--- src/rtl/core/pfs_pkg.sv ---
// Shared types and constants for the periodic frame scheduler.
// Used by pfs_cell, pfs_div and periodic_frame_scheduler_unit; no dependencies.
`default_nettype none

package pfs_pkg;

    // field widths
    localparam int OP_W        = 2;
    localparam int ID_W        = 11;
    localparam int LEN_W       = 4;
    localparam int RATE_W      = 8;
    localparam int OFF_W       = 3;
    localparam int WCNT_W      = 4;
    localparam int PAYLOAD_BYTES = 8;
    localparam int PAYLOAD_W   = 8 * PAYLOAD_BYTES;
    localparam int TIME_W      = 32;
    localparam int SLOT_W      = 3;
    localparam int INTERVAL_W  = 10;

    // table defaults and limits
    localparam int TABLE_ENTRIES_DEF = 8;
    localparam int MAX_RESULTS = 8;
    localparam int NRES_W      = $clog2(MAX_RESULTS + 1);

    // interval = INTERVAL_BASE / rate
    localparam logic [INTERVAL_W-1:0] INTERVAL_BASE = 10'd1000;
    localparam int DIV_CNT_W   = $clog2(INTERVAL_W);

    localparam logic [LEN_W-1:0] MAX_LEN = LEN_W'(PAYLOAD_BYTES);

    // operation codes
    localparam logic [OP_W-1:0] OP_REGISTER = 2'd0;
    localparam logic [OP_W-1:0] OP_WRITE    = 2'd1;
    localparam logic [OP_W-1:0] OP_TICK     = 2'd2;

    // result kinds and status
    localparam logic KIND_REPLY = 1'b0;
    localparam logic KIND_FRAME = 1'b1;
    localparam logic STATUS_OK   = 1'b0;
    localparam logic STATUS_FULL = 1'b1;

    typedef struct packed {
        logic                  bus;
        logic [ID_W-1:0]       ident;
        logic [LEN_W-1:0]      length;
        logic [INTERVAL_W-1:0] interval;
        logic [TIME_W-1:0]     last_sent;
        logic [PAYLOAD_W-1:0]  payload;
    } entry_t;

    typedef struct packed {
        logic                 kind;
        logic                 status;
        logic [SLOT_W-1:0]    slot;
        logic                 bus;
        logic [ID_W-1:0]      ident;
        logic [LEN_W-1:0]     length;
        logic [PAYLOAD_W-1:0] payload;
        logic                 last;
    } res_t;

endpackage

`default_nettype wire

--- src/rtl/core/pfs_cell.sv ---
// One table cell of the rotating entry ring.
// Depends on pfs_pkg (entry_t).
`default_nettype none

module pfs_cell
(
    input  wire logic           clk,
    input  wire logic           rst_n,
    input  wire logic           shift_en,
    input  wire pfs_pkg::entry_t d,
    output pfs_pkg::entry_t     q
);

    logic                           bus_reg;
    logic [pfs_pkg::ID_W-1:0]       ident_reg;
    logic [pfs_pkg::LEN_W-1:0]      length_reg;
    logic [pfs_pkg::INTERVAL_W-1:0] interval_reg;
    logic [pfs_pkg::TIME_W-1:0]     last_sent_reg;
    logic [pfs_pkg::PAYLOAD_W-1:0]  payload_reg;

    // timestamp and payload start at zero
    always_ff @(posedge clk or negedge rst_n)
    begin
        if (!rst_n)
        begin
            last_sent_reg <= '0;
            payload_reg   <= '0;
        end
        else if (shift_en)
        begin
            last_sent_reg <= d.last_sent;
            payload_reg   <= d.payload;
        end
    end

    // key fields are written before first use
    always_ff @(posedge clk)
    begin
        if (shift_en)
        begin
            bus_reg      <= d.bus;
            ident_reg    <= d.ident;
            length_reg   <= d.length;
            interval_reg <= d.interval;
        end
    end

    assign q.bus       = bus_reg;
    assign q.ident     = ident_reg;
    assign q.length    = length_reg;
    assign q.interval  = interval_reg;
    assign q.last_sent = last_sent_reg;
    assign q.payload   = payload_reg;

endmodule

`default_nettype wire

--- src/rtl/core/pfs_div.sv ---
// Bit-serial restoring divider: quotient = INTERVAL_BASE / rate (rate 0 taken as 1).
// Depends on pfs_pkg.
`default_nettype none

module pfs_div
(
    input  wire logic                             clk,
    input  wire logic                             rst_n,
    input  wire logic                             start,
    input  wire logic [pfs_pkg::RATE_W-1:0]       rate,
    output logic                                  done,
    output logic [pfs_pkg::INTERVAL_W-1:0]        quotient
);

    localparam logic [pfs_pkg::DIV_CNT_W-1:0] LAST_BIT =
        pfs_pkg::DIV_CNT_W'(pfs_pkg::INTERVAL_W - 1);

    logic                               busy_reg;
    logic                               done_reg;
    logic [pfs_pkg::DIV_CNT_W-1:0]      cnt_reg;
    logic [pfs_pkg::RATE_W-1:0]         den_reg;
    logic [pfs_pkg::RATE_W-1:0]         rem_reg;
    logic [pfs_pkg::INTERVAL_W-1:0]     quo_reg;

    logic [pfs_pkg::DIV_CNT_W-1:0]      bit_idx;
    logic [pfs_pkg::RATE_W:0]           trial;
    logic                               ge;

    always_comb
    begin
        bit_idx = LAST_BIT - cnt_reg;
        trial   = {rem_reg, pfs_pkg::INTERVAL_BASE[bit_idx]};
        ge      = trial >= {1'b0, den_reg};
    end

    always_ff @(posedge clk or negedge rst_n)
    begin
        if (!rst_n)
        begin
            busy_reg <= 1'b0;
            done_reg <= 1'b0;
            cnt_reg  <= '0;
        end
        else if (start)
        begin
            busy_reg <= 1'b1;
            done_reg <= 1'b0;
            cnt_reg  <= '0;
        end
        else if (busy_reg)
        begin
            cnt_reg <= cnt_reg + 1'b1;
            if (cnt_reg == LAST_BIT)
            begin
                busy_reg <= 1'b0;
                done_reg <= 1'b1;
            end
        end
    end

    always_ff @(posedge clk)
    begin
        if (start)
        begin
            den_reg <= (rate == '0) ? pfs_pkg::RATE_W'(1) : rate;
            rem_reg <= '0;
            quo_reg <= '0;
        end
        else if (busy_reg)
        begin
            rem_reg <= ge ? pfs_pkg::RATE_W'(trial - {1'b0, den_reg})
                          : pfs_pkg::RATE_W'(trial);
            quo_reg <= {quo_reg[pfs_pkg::INTERVAL_W-2:0], ge};
        end
    end

    assign done     = done_reg;
    assign quotient = quo_reg;

endmodule

`default_nettype wire

--- src/rtl/core/periodic_frame_scheduler_unit.sv ---
// Top level of the periodic frame scheduler: command sequencer, head-of-ring logic,
// result staging. Depends on pfs_pkg, pfs_cell, pfs_div.
`default_nettype none

// Channel  Dir  tdata (low bit up)                                tuser        tlast
// s_*      in   bus_sel, frame_id, frame_length, rate_hz,          op           -
//               write_offset, write_count, write_data, now_ms, pad
// m_*      out  status, slot_index, out_bus, out_id, out_length,   result_kind  last_result
//               out_payload, pad
//
// The table is a ring of TABLE_ENTRIES cells that rotates by one cell per step; the
// head cell is checked and updated on its way back to the tail, so one item takes
// one full rotation, which for a register item follows the serial interval divide.
// Rotation pauses while a due frame waits for the result register to drain.
// Reset clears the entry count and the cell timestamps and payloads; no clearing pass.
// s_tready is high only while no item is in work.

module periodic_frame_scheduler_unit
#(
    parameter int TABLE_ENTRIES = pfs_pkg::TABLE_ENTRIES_DEF
)
(
    input  wire logic          clk,
    input  wire logic          rst_n,
    input  wire logic          s_tvalid,
    output logic               s_tready,
    // bus_sel[0], frame_id[11:1], frame_length[15:12], rate_hz[23:16],
    // write_offset[26:24], write_count[30:27], write_data[94:31], now_ms[126:95]
    input  wire logic [127:0]  s_tdata,
    // op
    input  wire logic [1:0]    s_tuser,
    output logic               m_tvalid,
    input  wire logic          m_tready,
    // status[0], slot_index[3:1], out_bus[4], out_id[15:5], out_length[19:16],
    // out_payload[83:20]
    output logic [87:0]        m_tdata,
    // result_kind
    output logic               m_tuser,
    // last_result
    output logic               m_tlast
);

    localparam int STEP_W = (TABLE_ENTRIES > 1) ? $clog2(TABLE_ENTRIES) : 1;
    localparam int CNT_W  = $clog2(TABLE_ENTRIES + 1);
    localparam logic [STEP_W-1:0] LAST_STEP  = STEP_W'(TABLE_ENTRIES - 1);
    localparam logic [CNT_W-1:0]  FULL_COUNT = CNT_W'(TABLE_ENTRIES);

    typedef enum logic [1:0] {
        ST_IDLE,
        ST_DIV,
        ST_SCAN,
        ST_FLUSH
    } state_t;

    state_t                          state_reg;
    logic [STEP_W-1:0]               step_reg;
    logic [CNT_W-1:0]                count_reg;
    logic [pfs_pkg::NRES_W-1:0]      nres_reg;
    logic                            found_reg;
    logic [STEP_W-1:0]               found_slot_reg;
    logic                            appended_reg;
    logic                            hold_valid_reg;
    logic                            m_valid_reg;

    // latched command
    logic [pfs_pkg::OP_W-1:0]        op_reg;
    logic                            bus_reg;
    logic [pfs_pkg::ID_W-1:0]        id_reg;
    logic [pfs_pkg::LEN_W-1:0]       len_reg;
    logic [pfs_pkg::OFF_W-1:0]       off_reg;
    logic [pfs_pkg::WCNT_W-1:0]      wcnt_reg;
    logic [pfs_pkg::PAYLOAD_W-1:0]   data_reg;
    logic [pfs_pkg::TIME_W-1:0]      now_reg;
    logic [pfs_pkg::INTERVAL_W-1:0]  interval_reg;

    pfs_pkg::res_t                   hold_reg;
    pfs_pkg::res_t                   m_res_reg;

    pfs_pkg::entry_t                 cell_q [TABLE_ENTRIES];
    pfs_pkg::entry_t                 head;
    pfs_pkg::entry_t                 head_next;

    logic                            div_done;
    logic [pfs_pkg::INTERVAL_W-1:0]  div_quotient;

    logic                            load_cmd;
    logic [CNT_W-1:0]                step_ext;
    logic                            slot_valid;
    logic                            key_match;
    logic                            append_now;
    logic [pfs_pkg::TIME_W-1:0]      elapsed;
    logic                            due;
    logic                            out_free;
    logic                            stall;
    logic                            advance;
    logic                            last_step;
    logic                            hold_load_frame;
    logic                            hold_load_reply;
    logic                            out_load_mid;
    logic                            out_load_final;
    logic [pfs_pkg::PAYLOAD_W-1:0]   merged_payload;
    logic [pfs_pkg::LEN_W-1:0]       len_sat;
    pfs_pkg::res_t                   frame_res;
    pfs_pkg::res_t                   reply_res;
    pfs_pkg::res_t                   out_res;

    //------------------------------------------------------------------
    // entry ring: cell i takes cell i+1, the tail takes the updated head
    //------------------------------------------------------------------
    genvar gi;
    generate
        for (gi = 0; gi < TABLE_ENTRIES; gi++)
        begin : g_cell
            pfs_pkg::entry_t cell_d;
            if (gi == TABLE_ENTRIES - 1)
            begin : g_tail
                assign cell_d = head_next;
            end
            else
            begin : g_body
                assign cell_d = cell_q[gi+1];
            end
            pfs_cell u_cell
            (
                .clk      (clk),
                .rst_n    (rst_n),
                .shift_en (advance),
                .d        (cell_d),
                .q        (cell_q[gi])
            );
        end
    endgenerate

    assign head = cell_q[0];

    pfs_div u_div
    (
        .clk      (clk),
        .rst_n    (rst_n),
        .start    (load_cmd && s_tuser == pfs_pkg::OP_REGISTER),
        .rate     (s_tdata[23:16]),
        .done     (div_done),
        .quotient (div_quotient)
    );

    //------------------------------------------------------------------
    // head-of-ring evaluation
    //------------------------------------------------------------------
    assign s_tready = (state_reg == ST_IDLE);
    assign load_cmd = s_tvalid && s_tready;

    always_comb
    begin
        step_ext   = CNT_W'(step_reg);
        slot_valid = step_ext < count_reg;
        key_match  = slot_valid && head.bus == bus_reg && head.ident == id_reg;
        // every valid slot has passed the head once the step reaches the count
        append_now = (op_reg == pfs_pkg::OP_REGISTER) && !found_reg
                     && step_ext == count_reg && count_reg < FULL_COUNT;
        elapsed    = now_reg - head.last_sent;
        due        = (op_reg == pfs_pkg::OP_TICK) && slot_valid
                     && nres_reg < pfs_pkg::NRES_W'(pfs_pkg::MAX_RESULTS)
                     && elapsed > pfs_pkg::TIME_W'(head.interval);
        out_free   = !m_valid_reg || m_tready;
        stall      = due && hold_valid_reg && !out_free;
        advance    = (state_reg == ST_SCAN) && !stall;
        last_step  = step_reg == LAST_STEP;
        len_sat    = (len_reg > pfs_pkg::MAX_LEN) ? pfs_pkg::MAX_LEN : len_reg;

        hold_load_frame = advance && due;
        hold_load_reply = advance && last_step && op_reg == pfs_pkg::OP_REGISTER;
        out_load_mid    = advance && due && hold_valid_reg;
        out_load_final  = (state_reg == ST_FLUSH) && hold_valid_reg && out_free;

        // only the flush of the held result closes the item
        out_res      = hold_reg;
        out_res.last = out_load_final;
    end

    // byte-wise payload merge, clipped at the last byte
    always_comb
    begin
        logic [pfs_pkg::OFF_W-1:0] rel;
        logic                      hit;
        merged_payload = head.payload;
        for (int p = 0; p < pfs_pkg::PAYLOAD_BYTES; p++)
        begin
            rel = pfs_pkg::OFF_W'(p) - off_reg;
            hit = (pfs_pkg::OFF_W'(p) >= off_reg) && ({1'b0, rel} < wcnt_reg);
            if (hit)
            begin
                merged_payload[8*p +: 8] = data_reg[{rel, 3'b000} +: 8];
            end
        end
    end

    always_comb
    begin
        head_next = head;
        if (append_now)
        begin
            head_next.bus      = bus_reg;
            head_next.ident    = id_reg;
            head_next.length   = len_sat;
            head_next.interval = interval_reg;
        end
        if (op_reg == pfs_pkg::OP_WRITE && key_match)
        begin
            head_next.payload = merged_payload;
        end
        if (due)
        begin
            head_next.last_sent = now_reg;
        end
    end

    always_comb
    begin
        frame_res         = '0;
        frame_res.kind    = pfs_pkg::KIND_FRAME;
        frame_res.status  = pfs_pkg::STATUS_OK;
        frame_res.slot    = pfs_pkg::SLOT_W'(step_reg);
        frame_res.bus     = head.bus;
        frame_res.ident   = head.ident;
        frame_res.length  = head.length;
        frame_res.payload = head.payload;

        reply_res         = '0;
        reply_res.kind    = pfs_pkg::KIND_REPLY;
        priority if (found_reg)
        begin
            reply_res.slot = pfs_pkg::SLOT_W'(found_slot_reg);
        end
        else if (key_match)
        begin
            reply_res.slot = pfs_pkg::SLOT_W'(step_reg);
        end
        else if (append_now || appended_reg)
        begin
            // new entry lands at the old count
            reply_res.slot = pfs_pkg::SLOT_W'(count_reg);
        end
        else
        begin
            reply_res.status = pfs_pkg::STATUS_FULL;
        end
    end

    //------------------------------------------------------------------
    // sequencer and control state
    //------------------------------------------------------------------
    always_ff @(posedge clk or negedge rst_n)
    begin
        if (!rst_n)
        begin
            state_reg      <= ST_IDLE;
            step_reg       <= '0;
            count_reg      <= '0;
            nres_reg       <= '0;
            found_reg      <= 1'b0;
            found_slot_reg <= '0;
            appended_reg   <= 1'b0;
            hold_valid_reg <= 1'b0;
            m_valid_reg    <= 1'b0;
        end
        else
        begin
            if (out_load_mid || out_load_final)
            begin
                m_valid_reg <= 1'b1;
            end
            else if (m_valid_reg && m_tready)
            begin
                m_valid_reg <= 1'b0;
            end

            unique case (state_reg)
                ST_IDLE:
                begin
                    if (load_cmd)
                    begin
                        step_reg     <= '0;
                        nres_reg     <= '0;
                        found_reg    <= 1'b0;
                        appended_reg <= 1'b0;
                        state_reg    <= (s_tuser == pfs_pkg::OP_REGISTER) ? ST_DIV : ST_SCAN;
                    end
                end
                ST_DIV:
                begin
                    if (div_done)
                    begin
                        state_reg <= ST_SCAN;
                    end
                end
                ST_SCAN:
                begin
                    if (advance)
                    begin
                        if (op_reg == pfs_pkg::OP_REGISTER && key_match)
                        begin
                            found_reg      <= 1'b1;
                            found_slot_reg <= step_reg;
                        end
                        if (append_now)
                        begin
                            appended_reg <= 1'b1;
                        end
                        if (due)
                        begin
                            hold_valid_reg <= 1'b1;
                            nres_reg       <= nres_reg + 1'b1;
                        end
                        if (last_step)
                        begin
                            step_reg  <= '0;
                            state_reg <= ST_FLUSH;
                            if (op_reg == pfs_pkg::OP_REGISTER)
                            begin
                                hold_valid_reg <= 1'b1;
                                if (append_now || appended_reg)
                                begin
                                    count_reg <= count_reg + 1'b1;
                                end
                            end
                        end
                        else
                        begin
                            step_reg <= step_reg + 1'b1;
                        end
                    end
                end
                ST_FLUSH:
                begin
                    if (!hold_valid_reg)
                    begin
                        state_reg <= ST_IDLE;
                    end
                    else if (out_free)
                    begin
                        hold_valid_reg <= 1'b0;
                        state_reg      <= ST_IDLE;
                    end
                end
                default:
                begin
                    state_reg <= ST_IDLE;
                end
            endcase
        end
    end

    //------------------------------------------------------------------
    // command and result data registers
    //------------------------------------------------------------------
    always_ff @(posedge clk)
    begin
        if (load_cmd)
        begin
            op_reg   <= s_tuser;
            bus_reg  <= s_tdata[0];
            id_reg   <= s_tdata[11:1];
            len_reg  <= s_tdata[15:12];
            off_reg  <= s_tdata[26:24];
            wcnt_reg <= s_tdata[30:27];
            data_reg <= s_tdata[94:31];
            now_reg  <= s_tdata[126:95];
        end
        if (state_reg == ST_DIV && div_done)
        begin
            interval_reg <= div_quotient;
        end

        // a held result moves out when the next due frame is found, or in the flush
        if (out_load_mid || out_load_final)
        begin
            m_res_reg <= out_res;
        end

        if (hold_load_frame)
        begin
            hold_reg <= frame_res;
        end
        else if (hold_load_reply)
        begin
            hold_reg <= reply_res;
        end
    end

    assign m_tvalid = m_valid_reg;
    assign m_tdata  = {4'b0000, m_res_reg.payload, m_res_reg.length, m_res_reg.ident,
                       m_res_reg.bus, m_res_reg.slot, m_res_reg.status};
    assign m_tuser  = m_res_reg.kind;
    assign m_tlast  = m_res_reg.last;

endmodule

`default_nettype wire
--- config.mk ---
export PLATFORM = sky130hd
export DESIGN_NAME = periodic_frame_scheduler_unit
export DESIGN_NICKNAME = d
export VERILOG_FILES = /design/src/rtl/core/pfs_pkg.sv /design/src/rtl/core/pfs_cell.sv /design/src/rtl/core/pfs_div.sv /design/src/rtl/core/periodic_frame_scheduler_unit.sv
export SDC_FILE = /design/constraint.sdc
export NUM_CORES = 2
export LEC_CHECK = 0
export BUFFER_PORTS_ARGS = -buffer_cell sky130_fd_sc_hd__buf_2
export CAP_MARGIN = 25
export CORE_ASPECT_RATIO = 1.1
export CORE_MARGIN = 2
export CORE_UTILIZATION = 35
export DETAILED_ROUTE_END_ITERATION = 8
export GPL_TIMING_DRIVEN = 0
export PLACE_DENSITY = 0.6
export SKIP_LAST_GASP = 1
export SLEW_MARGIN = 20
export SYNTH_ARGS = -nofsm -noshare
export SYNTH_HDL_FRONTEND = slang
export SYNTH_SLANG_ARGS = --single-unit
--- constraint.sdc ---
create_clock -name clk -period 15.7 [get_ports clk]
set_input_delay 0.785 -clock clk [delete_from_list [all_inputs] [get_ports clk]]
set_output_delay 0.785 -clock clk [all_outputs]
set_load 0.01 [all_outputs]
[After elaboration in Yosys (flattened, before gate mapping)]
Memories as Yosys holds them, arrays and structs flattened.
Cells that the tools add are included.
Storage, ports and cells
  register bits: 1330
  bits in read-only memories: 16
  input port bits: 134
  output and inout bits: 92
  logic and storage cells: 271
  memories: 1
Operators by class
  $add $sub $neg: 15
  order comparisons: 23
  equality and inequality tests: 18
  shifts and indexed selects: 8
  mux-type cells: 62
  reductions and logical operators: 57
Memory list
  (name not given): words 16, bits a word 1, rd ports 1, clocked after Yosys merged registers in 0, write ports 0, line pfs_div.sv:32  | trial = {rem_reg, pfs_pkg::INTERVAL_BASE[bit_idx]};
Operators by type and width (count)
  64-bit by 7-bit variable part select with 8-bit output: 8
  84-bit 2-to-1 mux: 2
  8-bit 2-to-1 mux: 9
  64-bit 2-to-1 mux: 1
  3-bit by 4-bit < comparator with 1-bit output: 9
  32-bit by 10-bit greater-than comparator with 1-bit output: 1
  32-bit 2-to-1 mux: 1
  32-bit subtractor: 1
  1-bit logical AND: 31
  26-bit 2-to-1 mux: 1
  4-bit 2-to-1 mux: 6
  1-bit 2-to-1 mux: 23
  3-bit 2-to-1 mux: 6
  2-bit 2-to-1 mux: 7
  4-bit by 1-bit adder with 4-bit output, second input constant: 3
  3-bit >= comparator, first input constant: 4
  4-bit AND reduction: 3
  2-bit nonzero test: 6
  3-bit subtractor, first input constant: 4
  11-bit equality test: 1
  5-bit AND reduction: 2
  9-bit by 8-bit >= comparator with 1-bit output: 1
  8-bit logical NOT: 1
  4-bit < comparator, second input constant: 2
  other kinds (27): 50

[Depth between registers and ports, before layout]
  word-level depth: 12
  gate-level depth with buffers: 24
  depth with buffers taken out: 20

[Hierarchy]
From an unflattened synthesis, not the netlist that was laid out.
Second synthesis, totals
  cell total of the unflattened synthesis: 3453
  area total of the unflattened synthesis: 55593.3 um^2
By module, submodules not included
  pfs_cell: times used 8, cells each 230, area each 4553.1 um^2, seq. area each 3183.1 um^2
  periodic_frame_scheduler_unit: times used 1, cells each 1438, area each 17513.0 um^2, seq. area each 9549.2 um^2
  pfs_div: times used 1, cells each 175, area each 1655.3 um^2, seq. area each 750.7 um^2

[Least setup slack after synthesis]
No wires, ideal clock.
  kind: reg-to-reg
  start point: register now_reg[3] (netlist bit)
  end point: register hold_reg[10] (netlist bit) (enable)
  setup time: 0.639 ns
  arrival: 8.668 ns
  slack: 6.393 ns
  stages on the path, launching flop included: 18
  buffers on the path: 0
  clock period less this slack: 9.307 ns
  path through: edfxtp_1 > ha_1 > a21o_1 > a21oi_1 > nand2_1 > a21o_1 > a21oi_1 > xnor2_1 > ha_1 > nand4_1 > nor2_1 > o21ai_0 > a31oi_1 > nor3_1 > nand4_1 > a2111oi_2 > and4b_1 > o21ai_0
On the way
  cells in the longest elaborated chain, start to end: 10
Ends and longest elaborated chain
  start, declared: line periodic_frame_scheduler_unit.sv:73  | logic [pfs_pkg::TIME_W-1:0] now_reg;
  start signal, assigned: line periodic_frame_scheduler_unit.sv:367  | now_reg <= s_tdata[126:95];
  32-bit subtractor (*): line periodic_frame_scheduler_unit.sv:160  | elapsed = now_reg - head.last_sent;
  32-bit by 10-bit greater-than comparator with 1-bit output (*): line periodic_frame_scheduler_unit.sv:163  | && elapsed > pfs_pkg::TIME_W'(head.interval);
  1-bit logical AND (*): line periodic_frame_scheduler_unit.sv:163
  1-bit logical AND (2 in a row): line periodic_frame_scheduler_unit.sv:165  | stall = due && hold_valid_reg && !out_free;
  1-bit logical NOT: line periodic_frame_scheduler_unit.sv:166  | advance = (state_reg == ST_SCAN) && !stall;
  1-bit logical AND: line periodic_frame_scheduler_unit.sv:166
  1-bit logical AND (2 in a row): line periodic_frame_scheduler_unit.sv:171  | hold_load_reply = advance && last_step && op_reg == pfs_pkg::OP_REGISTER;
  2-bit nonzero test (no source line) (*)
  end signal, assigned: line periodic_frame_scheduler_unit.sv:382  | hold_reg <= frame_res;
  end signal, assigned: line periodic_frame_scheduler_unit.sv:386  | hold_reg <= reply_res;
  end, declared: line periodic_frame_scheduler_unit.sv:76  | pfs_pkg::res_t hold_reg;
Mark *: on every way between the ends. The rest lies on a longest branch, timed or not.
A chain may end at the register's enable or synchronous reset.

[Worst setup path after layout]
  start point: register now_reg[0] (netlist bit)
  end point: register m_res_reg, in the netlist m_tdata[37] (enable)
On the way
  cells in the longest elaborated chain, start to end: 10
Ends and longest elaborated chain
  32-bit subtractor (*): line periodic_frame_scheduler_unit.sv:160
  32-bit by 10-bit greater-than comparator with 1-bit output (*): line periodic_frame_scheduler_unit.sv:163
  1-bit logical AND (*): line periodic_frame_scheduler_unit.sv:163
  1-bit logical AND (2 in a row): line periodic_frame_scheduler_unit.sv:165
  1-bit logical NOT: line periodic_frame_scheduler_unit.sv:166
  1-bit logical AND: line periodic_frame_scheduler_unit.sv:166
  1-bit logical AND (*) (2 in a row): line periodic_frame_scheduler_unit.sv:172  | out_load_mid = advance && due && hold_valid_reg;
  1-bit logical OR (*): line periodic_frame_scheduler_unit.sv:375  | if (out_load_mid || out_load_final)
  end signal, assigned: line periodic_frame_scheduler_unit.sv:377  | m_res_reg <= out_res;
  end, declared: line periodic_frame_scheduler_unit.sv:77  | pfs_pkg::res_t m_res_reg;
Marks and branches as above.

==> out/qor.yml <==
grt_max_degree: 108
switching_power_mw: 4.39
maxCapViolCount: 0
synth.top_cell.area_share: 0.356
dpl_cell_area_um2: 60100
final.setup.tns_ns: 0
cp-start-kind: "flip-flop"
fin_hold_ws_ns: 0.186
async_reset_ff_frac: 0.597
cpLargestDelayFamily: "compound AO/OA/AOI/OAI gates"
sw_frac_of_total: 0.320
dominantRegCellSynth: "dfrtp_1"
cts-root-buf: "clkbuf_16"
multi_input_area_um2: 17800
setup_viol_count_final: 0
syn_area_um2: 55800
clk_latency_ns: 0.78
comb_power_share: 0.341
synth_seq_area_share: 0.641
largest_register_ffs: 512
max-slew-margin-rel: 0.270
ir_drop_v: 0.000121
grt.overflow.total: 0
io_pins: 226
placementRows: 153
clkSinkCount: 1330
synthCells: 3576
antenna_found_initial: 6
port_buffers: 220
final_nets: 4191
drt_iter0_markers: 2067
yosysWarnings: 0
hold_violations: 0
yosysUniqueCellTypes: 84
synth_area_leader_cell: "dfrtp_1"
hold_path_class: "input port to flip-flop"
synth_edf_count: 516
status: "complete, no violations"
cp.arrival_ns: 7.60
cts_made_buffers: 145
drive_above_1_share: 0.296
yosysMostFrequentCell: "dfrtp_1"
placeableCoreArea_um2: 158000
crit_chain: "inv_1 -> ha_1 -> fa_1 -> nand2b_1 -> a21oi_1 -> nor2_1 -> o21ai_0 -> xor2_1 -> ha_1 -> a2111oi_0 -> a31oi_1 -> nor3_1 -> nand4_1 -> a2111oi_2 -> and4b_1 -> nor2_1 -> clkbuf_2 -> clkbuf_1 -> o21a_4 -> buf_16 -> buf_16"
wl_per_cell_um: 21.0
grt_usage: 0.161
dp_hpwl_mm: 92.8
finalMaxSlewViolations: 0
synth_area_per_cell_um2: 15.6
rsz0062_at_grt: "false"
p_per_area_nw_per_um2: 211
final_cell_area_um2: 64900
die_w_um: 385
cts_tree: "built"
htreeDepth: 4
start_util: 0.353
cts_resized: 0
max-clock-path-buffers: 3
fillCellCount: 14400
dieArea_um2: 163000
required_ns: 16.15
num_vias: 29700
grt_pass1_wl_mm: 197
critical_path.max_stage_delay_ns: 0.58
vias_per_cell: 4.80
syn2layout_area_growth_pct: 16.3
place_congestion: 0.920
period_share: 0.455
slowest_stage: "and4b_1"
pwr-share-clk: 0.246
synth_common_cells: "dfrtp_1 (794), edfxtp_1 (516), mux2_4 (500)"
finClkSkew_ns: 0.0369
end_kind: "flip-flop"
clkTransAtPathRegs_ns: 0.06
seq_area_um2: 35800
routed_wirelength_mm: 130
fin_crit_ns: 7.15
grt_pass1_vias: 30900
p_int_mw: 9.33
ys_ff_latch: 1330
synth_area_leaders: "dfrtp_1 (36%), edfxtp_1 (28%), mux2_4 (13%), mux2_2 (2.0%), ha_1 (1.9%)"
antenna_left: 0
seq_power_share: 0.413
dieHeight_um: 423
tightest_slew_ns: 1.09
crit_type: "flip-flop to flip-flop"
cp.buffers_inverters: 5
fmax_ghz: 0.140
drc: 0
cp_max_fo: 48
power.leakage_nw: 28.7
total_power_mw: 13.7
drt_pass1_iterations: 6
## path summary, 6_finish.rpt
| kind | slack [ns] | cells past startpoint | end | from |
|---|---|---|---|---|
| hold / removal | 0.19 | 1 | data_reg[42] | s_tdata[73] |
| hold reg to reg | 0.41 | 0 | g_cell[2].u_cell.interval_reg[8] | g_cell[3].u_cell.interval_reg[8] |
| min in group asynchronous | 0.61 | 3 | g_cell[0].u_cell.payload_reg[45] | rst_n |
| max in group asynchronous | 13.24 | 6 | g_cell[7].u_cell.last_sent_reg[23] | rst_n |
| setup reg to reg | 8.55 | 21 | m_tdata[37] | now_reg[0] |
| setup / recovery | 8.55 | 21 | m_tdata[37] | now_reg[0] |
## cell families (layout without fill, tap and decap cells)
logic type | count (synthesis) | after routing | share of synthesized area
simple gates | 576 | 576 | 0.0486
fa+ha+maj | 86 | 86 | 0.0195
flops | 1330 | 1330 | 0.641
compound gates | 432 | 432 | 0.0495
other cells | 1 | 6 | 0.0000672
buf+inv | 337 | 843 | 0.0409
mux | 775 | 775 | 0.195
xor+xnor | 39 | 39 | 0.00612
## layout by cell type (no fill, tap or decap), types with 84 or more instances in the layout
| cell type | n |
|---|---|
| ha_1 | 84 |
| clkbuf_16 | 151 |
| nand2_1 | 262 |
| o21ai_0 | 122 |
| and2_1 | 91 |
| mux2_4 | 500 |
| buf_2 | 231 |
| nor2_1 | 87 |
| dfrtp_1 | 794 |
| mux2_2 | 97 |
| edfxtp_1 | 516 |
| inv_1 | 142 |
| clkbuf_1 | 112 |
## per-layer routing
| layer | track usage | wire length (um) | vias up |
|---|---|---|---|
| met4 | 0.0557 | 4120 | 0 |
| met3 | 0.0290 | 5720 | 184 |
| met1 | 0.219 | 58500 | 15100 |
| li1 | - | - | 13700 |
| met5 | 0 | 0 | - |
| met2 | 0.258 | 61500 | 621 |
## per-stage QoR
stage,util,setup slack (ns),cells
3_3_place_gp,0.376,-3.20,5891
6_report,0.410,8.55,6179
4_1_cts,0.410,8.39,6174
3_5_place_dp,0.380,8.42,5912
2_1_floorplan,-,6.39,3579
5_1_grt,0.410,8.26,6178
## area by class of cell
type,instances,area share
clock buffers,200,0.0641
inverters,147,0.00869
repair buffers,245,0.0262
clock inverters,61,0.00888
flip-flops and latches,1330,0.551
diodes,2,0.0000771
well taps,2092,0.0403
multi-input cells,1912,0.274
plain buffers,190,0.0266
## power by group through the flow
| stage | combinational [mW] | clock, mW | sequential [mW] |
|---|---|---|---|
| floorplan | 3.62 | 0 | 5.47 |
| global placement | 4.59 | 0 | 5.75 |
| detailed placement | 4.71 | 0 | 5.72 |
| CTS | 4.73 | 3.48 | 5.68 |
| global route | 5.07 | 3.62 | 5.80 |
| finish | 4.67 | 3.38 | 5.67 |
## timing repair
action | in CTS | in global routing
setup buffers | 0 | 0
hold buffers | 1 | 0
endpoints found under the hold margin | 22 | 0
Note: power is estimated with default switching activity, not from simulation.
